==> src/rtl/buddy_block_allocator_assert.svh <==
// Assertion macros for the buddy block allocator.
// Used by the datapath. No other dependencies.
`ifndef BUDDY_BLOCK_ALLOCATOR_ASSERT_SVH
`define BUDDY_BLOCK_ALLOCATOR_ASSERT_SVH
`ifndef SYNTHESIS
// Condition a implies condition b in the same cycle.
`define BBA_ASSERT_IMPLY(label, clk, rst, a, b) \
  label: assert property (@(posedge clk) disable iff (rst) (a) |-> (b)) \
    else $error("buddy allocator check failed");
// Condition a implies condition b in the next cycle.
`define BBA_ASSERT_NEXT(label, clk, rst, a, b) \
  label: assert property (@(posedge clk) disable iff (rst) (a) |=> (b)) \
    else $error("buddy allocator check failed");
`else
`define BBA_ASSERT_IMPLY(label, clk, rst, a, b)
`define BBA_ASSERT_NEXT(label, clk, rst, a, b)
`endif
`endif

==> src/rtl/bba_pkg.sv <==
// Shared constants, types and helper functions of the buddy block allocator.
// No dependencies.
package bba_pkg;

  localparam int MAX_ORDER    = 20;
  localparam int MIN_ORDER    = 5;
  localparam int HEADER_BYTES = 10;
  localparam int WORD_BYTES   = 4;
  localparam int ORDER_SPAN   = MAX_ORDER - MIN_ORDER;

  localparam int ORD_W   = 5;
  localparam int OFF_W   = 20;
  localparam int REQ_W   = 21;
  localparam int BYTES_W = 21;
  localparam int SIZ_W   = 22;
  localparam int TOT_W   = 23;
  localparam int STAT_W  = 2;

  localparam int SLOT_W     = ORDER_SPAN + 1;
  localparam int FW_BITS    = 32;
  localparam int FW_IDX_W   = 5;
  localparam int FW_AW      = SLOT_W - FW_IDX_W;
  localparam int FW_DEPTH   = 1 << FW_AW;
  localparam int UNIT_AW    = ORDER_SPAN;
  localparam int UNIT_DEPTH = 1 << UNIT_AW;
  localparam int NUM_ORD    = ORDER_SPAN + 1;
  localparam int KIDX_W     = 4;
  localparam int CNT_W      = ORDER_SPAN + 1;

  localparam logic [ORD_W-1:0] POOL_ORDER_RESET = 5'd20;

  localparam logic [STAT_W-1:0] ST_OK       = 2'd0;
  localparam logic [STAT_W-1:0] ST_NOMEM    = 2'd1;
  localparam logic [STAT_W-1:0] ST_BAD_FREE = 2'd2;

  localparam logic MODE_ALLOC = 1'b0;
  localparam logic MODE_FREE  = 1'b1;

  typedef struct packed {
    logic                 valid;
    logic [ORD_W-1:0]     order;
    logic [BYTES_W-1:0]   payload;
  } alloc_entry_t;

  localparam int ENTRY_W = $bits(alloc_entry_t);

  // Commands from the controller to the datapath
  typedef struct packed {
    logic clr_step;
    logic seed;
    logic load_in;
    logic a_size;
    logic a_pick;
    logic scan_rd;
    logic scan_chk;
    logic split_rd;
    logic split_wr;
    logic a_commit;
    logic f_rd;
    logic f_chk;
    logic m_rd;
    logic m_chk;
    logic fin_rd;
    logic fin_wr;
    logic fail_nomem;
    logic fail_bad;
    logic out_load;
  } bba_cmd_t;

  // Status from the datapath to the controller
  typedef struct packed {
    logic clr_last;
    logic too_large;
    logic none_free;
    logic found;
    logic split_more;
    logic range_bad;
    logic entry_valid;
    logic merge_more;
    logic buddy_free;
    logic out_free;
  } bba_sts_t;

  // First free-map slot of order index k
  function automatic logic [SLOT_W-1:0] slot_base(logic [KIDX_W-1:0] k);
    return ~({SLOT_W{1'b1}} >> k);
  endfunction

  // Free-map slot of the block at offset off with order ord
  function automatic logic [SLOT_W-1:0] slot_of(logic [ORD_W-1:0] ord,
                                                logic [OFF_W-1:0] off);
    logic [KIDX_W-1:0] k;
    logic [OFF_W-1:0]  idx;
    k   = KIDX_W'(ord - ORD_W'(MIN_ORDER));
    idx = off >> ord;
    return slot_base(k) + idx[SLOT_W-1:0];
  endfunction

endpackage

==> src/rtl/bba_ctrl.sv <==
// Sequencing state machine of the buddy block allocator.
// Depends on bba_pkg for the command and status structs.
module bba_ctrl (
  input  logic              clk,
  input  logic              rst,
  input  logic              cfg_we,
  input  logic              in_valid,
  output logic              in_stall,
  input  logic              mode,
  input  bba_pkg::bba_sts_t sts,
  output bba_pkg::bba_cmd_t cmd
);

  typedef enum logic [15:0] {
    S_CLEAR    = 16'b0000_0000_0000_0001,
    S_SEED     = 16'b0000_0000_0000_0010,
    S_IDLE     = 16'b0000_0000_0000_0100,
    S_A_SIZE   = 16'b0000_0000_0000_1000,
    S_A_PICK   = 16'b0000_0000_0001_0000,
    S_A_RD     = 16'b0000_0000_0010_0000,
    S_A_CHK    = 16'b0000_0000_0100_0000,
    S_SPLIT    = 16'b0000_0000_1000_0000,
    S_SPLIT_WR = 16'b0000_0001_0000_0000,
    S_F_RANGE  = 16'b0000_0010_0000_0000,
    S_F_CHK    = 16'b0000_0100_0000_0000,
    S_F_LOOP   = 16'b0000_1000_0000_0000,
    S_M_CHK    = 16'b0001_0000_0000_0000,
    S_FIN_RD   = 16'b0010_0000_0000_0000,
    S_FIN_WR   = 16'b0100_0000_0000_0000,
    S_OUT      = 16'b1000_0000_0000_0000
  } state_t;

  state_t state, state_next;
  logic   in_fire;

  assign in_stall = (state != S_IDLE);
  assign in_fire  = in_valid && !in_stall;

  // Decode commands and next state
  always_comb begin
    cmd        = '0;
    state_next = state;
    unique case (state)
      S_CLEAR: begin
        cmd.clr_step = 1'b1;
        if (sts.clr_last) state_next = S_SEED;
      end
      S_SEED: begin
        cmd.seed   = 1'b1;
        state_next = S_IDLE;
      end
      S_IDLE: begin
        if (in_fire) begin
          cmd.load_in = 1'b1;
          state_next  = (mode == bba_pkg::MODE_FREE) ? S_F_RANGE : S_A_SIZE;
        end
      end
      S_A_SIZE: begin
        cmd.a_size = 1'b1;
        state_next = S_A_PICK;
      end
      S_A_PICK: begin
        if (sts.too_large || sts.none_free) begin
          cmd.fail_nomem = 1'b1;
          state_next     = S_OUT;
        end else begin
          cmd.a_pick = 1'b1;
          state_next = S_A_RD;
        end
      end
      S_A_RD: begin
        cmd.scan_rd = 1'b1;
        state_next  = S_A_CHK;
      end
      S_A_CHK: begin
        cmd.scan_chk = 1'b1;
        state_next   = sts.found ? S_SPLIT : S_A_RD;
      end
      S_SPLIT: begin
        if (sts.split_more) begin
          cmd.split_rd = 1'b1;
          state_next   = S_SPLIT_WR;
        end else begin
          cmd.a_commit = 1'b1;
          state_next   = S_OUT;
        end
      end
      S_SPLIT_WR: begin
        cmd.split_wr = 1'b1;
        state_next   = S_SPLIT;
      end
      S_F_RANGE: begin
        if (sts.range_bad) begin
          cmd.fail_bad = 1'b1;
          state_next   = S_OUT;
        end else begin
          cmd.f_rd   = 1'b1;
          state_next = S_F_CHK;
        end
      end
      S_F_CHK: begin
        if (sts.entry_valid) begin
          cmd.f_chk  = 1'b1;
          state_next = S_F_LOOP;
        end else begin
          cmd.fail_bad = 1'b1;
          state_next   = S_OUT;
        end
      end
      S_F_LOOP: begin
        if (sts.merge_more) begin
          cmd.m_rd   = 1'b1;
          state_next = S_M_CHK;
        end else begin
          cmd.fin_rd = 1'b1;
          state_next = S_FIN_WR;
        end
      end
      S_M_CHK: begin
        cmd.m_chk  = 1'b1;
        state_next = sts.buddy_free ? S_F_LOOP : S_FIN_RD;
      end
      S_FIN_RD: begin
        cmd.fin_rd = 1'b1;
        state_next = S_FIN_WR;
      end
      S_FIN_WR: begin
        cmd.fin_wr = 1'b1;
        state_next = S_OUT;
      end
      S_OUT: begin
        if (sts.out_free) begin
          cmd.out_load = 1'b1;
          state_next   = S_IDLE;
        end
      end
      default: state_next = S_CLEAR;
    endcase
  end

  // Advance state; a pool write restarts the clearing pass
  always_ff @(posedge clk) begin
    if (rst || cfg_we) begin
      state <= S_CLEAR;
    end else begin
      state <= state_next;
    end
  end

endmodule

==> config.mk <==
export PLATFORM = sky130hd
export DESIGN_NAME = bba_ctrl
export DESIGN_NICKNAME = d
export VERILOG_FILES = /design/src/rtl/buddy_block_allocator_assert.svh /design/src/rtl/bba_pkg.sv /design/src/rtl/bba_ctrl.sv
export SDC_FILE = /design/constraint.sdc
export NUM_CORES = 1
export LEC_CHECK = 0
export ABC_CLOCK_PERIOD_IN_PS = 2200
export BUFFER_PORTS_ARGS = -buffer_cell sky130_fd_sc_hd__buf_4
export CELL_PAD_IN_SITES_DETAIL_PLACEMENT = 0
export CELL_PAD_IN_SITES_GLOBAL_PLACEMENT = 1
export CORE_MARGIN = 2
export CORE_UTILIZATION = 36
export DETAILED_ROUTE_END_ITERATION = 10
export GPL_TIMING_DRIVEN = 0
export PLACE_DENSITY = 0.83
export SLEW_MARGIN = 20
export SYNTH_ARGS = -nofsm -noshare
export SYNTH_HDL_FRONTEND = slang
export SYNTH_SLANG_ARGS = --single-unit
==> constraint.sdc <==
create_clock -name clk -period 2.2 [get_ports clk]
set_input_delay 0.44 -clock clk [delete_from_list [all_inputs] [get_ports clk]]
set_output_delay 0.44 -clock clk [all_outputs]
set_load 0.01 [all_outputs]
# Word level (Yosys, flattened, before mapping)
# Index checks and enable logic that the tools add are counted.
# op_classes
mux	43
n_eq_ne	20
n_reduce_logical	5
# ops
cell	n
$pmux W16 S16	1
$mux W16	7
$mux W1	29
$eq A16 B1 Y1 const B	1
$eq A16 B10 Y1 const B	1
$eq A16 B11 Y1 const B	1
$eq A16 B12 Y1 const B	1
$eq A16 B13 Y1 const B	1
$eq A16 B14 Y1 const B	1
$eq A16 B15 Y1 const B	1
$eq A16 B16 Y1 const B	1
$eq A16 B2 Y1 const B	1
$eq A16 B3 Y1 const B	1
$eq A16 B4 Y1 const B	1
$eq A16 B5 Y1 const B	1
$eq A16 B6 Y1 const B	1
$eq A16 B7 Y1 const B	1
$eq A16 B8 Y1 const B	1
$eq A16 B9 Y1 const B	1
$ne A16 B3 Y1 const B	1
$mux W15	1
$mux W14	1
$mux W10	1
$mux W8	1
other kinds (6)	10
# word_totals
wordCells	69
out_inout_bits	20
register_bits	16

# Depth between registers and ports, before layout
# logic_depth
word_depth	5
depth_mapped	7

# Worst setup path after synthesis
# No wires, ideal clock.
# synth_timing
kind	register to output
startpoint	reg state[13]
endpoint	out cmd[16] in the netlist's numbering
stages_incl_launch_ff	5
slack_ps	379
arrival_time_ps	1381
path_buffers	1
cell_sequence	dfxtp_1 clkbuf_1 nor4_4 nand4_1 nor2_1
# synth_rtl
element	line_no	text
start, declared	bba_ctrl.sv:33	state_t state, state_next;
start signal, assigned	bba_ctrl.sv:146	state <= state_next;
end, declared	bba_ctrl.sv:11	output bba_pkg::bba_cmd_t cmd

==> out/results.ini <==
[sta]
holdWs_ps=305
setup_viol=0
slew_headroom_pct=63.8
rsz0062_at_grt=true
max_clock_freq_mhz=457
min_period_ps=2190
worst_pin_slew_ps=543
tns_ps=0
slew_viol_final=0
hold_viol=0
min_period_over_period_pct=99.5
skew_ps=6.30

[floorplanning]
die-area_um2=3540
die_y_um=59.5
row_count=20
ios=35
dieWidth_um=59.5
initial_utilization_pct=37.0
core_region_area_um2=3000

[power_and_ir_drop]
sw_frac_of_total_pct=25.7
power_density_nw_per_um2=305
sequentialPowerShare_pct=55.9
vdd_drop_max_mv=0.146
p_leak_nw=0.803
internal_power_uw=388
p_comb_share_pct=13.6
clock_power_share_pct=30.5
p_total_uw=522
switching_power_uw=134

[global_route]
grt_pass1_vias=1125
grt_pass1_wl_um=5240
grt_max_degree=11
grt_remaining_overflow=0
grt_use_total_pct=19.5
antenna_found_initial=0

[place]
hpwl_um=2340
dpl.cell_count=203
place.gp.congestion=0.810
port_buffers=34

[clock_tree]
cts_sinks=16
path_clk_slew_ps=90
clock_latency_ps=290
cts_made_buffers=3
cts_root_buf=clkbuf_4
clockBufferDepth=2
cts_tree=built
h-tree-depth=1

[detailed_routing]
final_antenna_net_count=0
drt-total-wl_um=3610
drc=0
drtIter0Drc=73
dr.pass1.iters=4
post_drt_wl_per_cell_um=16.1
vias=1308
viasPerCell=5.84

[finish]
top_register=state
fillers=275
syn2layout_area_growth_pct=54.2
antenna_cells=0
drive_gt1_share_pct=49.7
multiInputGateArea_um2=798
instances_no_fill=224
largest_register_ffs=16
nets=208
register_area_um2=340
top_regs=state: 16 flops

[yosys]
seq_area_frac_synth_pct=28.9
yosysWarnings=0
synth.area.top_cells=dfxtp_1, nor4b_1, nor4_4
synthTopCellsByCount=dfxtp_1, nor2_1, nor3_1, nor4b_1, inv_1
synth-main-ff-cell=dfxtp_1
synth_area_um2=1110
synthArstFlopShare_pct=0
netlist_instances=136
avgSynthCellArea_um2=8.16
synth-seq-cells=16
synthDistinctLibCells=42
synth_top_area_cell=dfxtp_1
syn_nets=151
synth_edf_count=0
yosysMostFrequentCell=dfxtp_1
synth_top_area_share_pct=28.9

[setup_path]
reg2reg_slack_ps=150
rr_worst_depth=6
worst-setup-path-type=reg -> out
cp_num_cells=7
worst_setup_path_end_kind=output port
cp_slowest_cell=dfxtp_2
arrival_ps=1750
timing.critical_path.max_delay_family=simple AND/OR/NAND/NOR gates
r2r-start=state[8]
start_kind=flop
slowest_delay_ps=330
crit_path_frequent_cell=buf_6
setup.worst_path.end=cmd[15]
critPathBufInv=3
path_max_fanout=4
required_ps=1760
path_cells=buf_6 -> nor4_4 -> buf_4 -> nand2_4 -> nor2_4 -> and4b_1 -> buf_6
rr_endpoint=state[0]
critPathLaunch=state[6]

[min_path]
hold_path.class=in -> reg

[status]
outcome=completed

[flow_run]
max_cap_viol_count=0

## cell type report
type	count	share of cell area (%)
Sequential cell	16	19.9
Timing Repair Buffer	55	25.4
Clock buffer	3	1.32
Buffer	5	2.41
Multi-Input combinational cell	103	46.6
Inverter	9	1.97
Tap cell	33	2.41
## power groups by stage
stage          combinational, mW  clock [mW]  sequential (mW)
5_1_grt                   0.0777       0.179            0.293
6_report                  0.0713       0.159            0.292
3_3_place_gp              0.0588           0            0.301
4_1_cts                   0.0620       0.160            0.295
3_5_place_dp              0.0601           0            0.301
2_1_floorplan             0.0273           0            0.300
## cell families (layout without fill, tap and decap cells)
family | after synthesis | after routing | synth area share [%]
simple gates | 82 | 82 | 49.4
buf+inv | 17 | 72 | 8.00
mux | 1 | 1 | 0.902
flops | 16 | 16 | 28.9
xor+xnor | 4 | 4 | 3.16
compound gates | 16 | 16 | 9.70
## through the flow
stage | area [um^2] | setup WS, ps | util, %
final | 1710 | 9.99 | 57.0
after detailed placement | 1410 | 137 | 46.8
after global placement | 1410 | 139 | 46.8
after CTS | 1520 | 1.67 | 50.6
after floorplan | 1110 | 379 | -
after global routing | 1710 | -80.8 | 57.0
## cells in the final DEF, fill, tap and decap left out, types with 2 or more instances in the layout
master / n
a21oi_1: 7
a31oi_1: 2
and2_1: 5
and3_1: 5
and3_4: 3
buf_4: 51
buf_6: 5
clkbuf_4: 4
dfxtp_1: 6
dfxtp_2: 7
dfxtp_4: 3
inv_1: 8
nand2_1: 7
nand2b_1: 2
nand3_1: 2
nand4_1: 4
nand4b_1: 2
nor2_1: 10
nor3_1: 7
nor3_2: 3
nor4_1: 4
nor4_4: 4
nor4b_1: 8
xor2_1: 3
## worst min-delay path by stage
stage | from | to | slack [ps] | cells after the start
after floorplan | sts[4] | state[10] | 520 | 1
after global placement | state[1] | state[1] | 590 | 2
after detailed placement | state[1] | state[1] | 610 | 2
after CTS | mode | state[3] | 310 | 2
after global routing | mode | state[3] | 290 | 2
final | mode | state[3] | 310 | 2
## per-layer routing
metal	up-vias	GRT usage [%]	routed length, um
met5	-	0	0
met4	0	5.08	29
met3	5	4.59	280
met2	58	31.4	1880
met1	627	26.0	1420
li1	618	-	-
## what timing repair did
action                     in CTS  in global routing
gates resized for setup         6                 35
gates cloned                    0                  1
buffers inserted                7                 13
pin swaps                       4                  8
hold endpoints to repair        0                  0
setup endpoints to repair      17                 20
hold buffers                    0                  0
No activity file was read; power rests on OpenSTA's default activity.
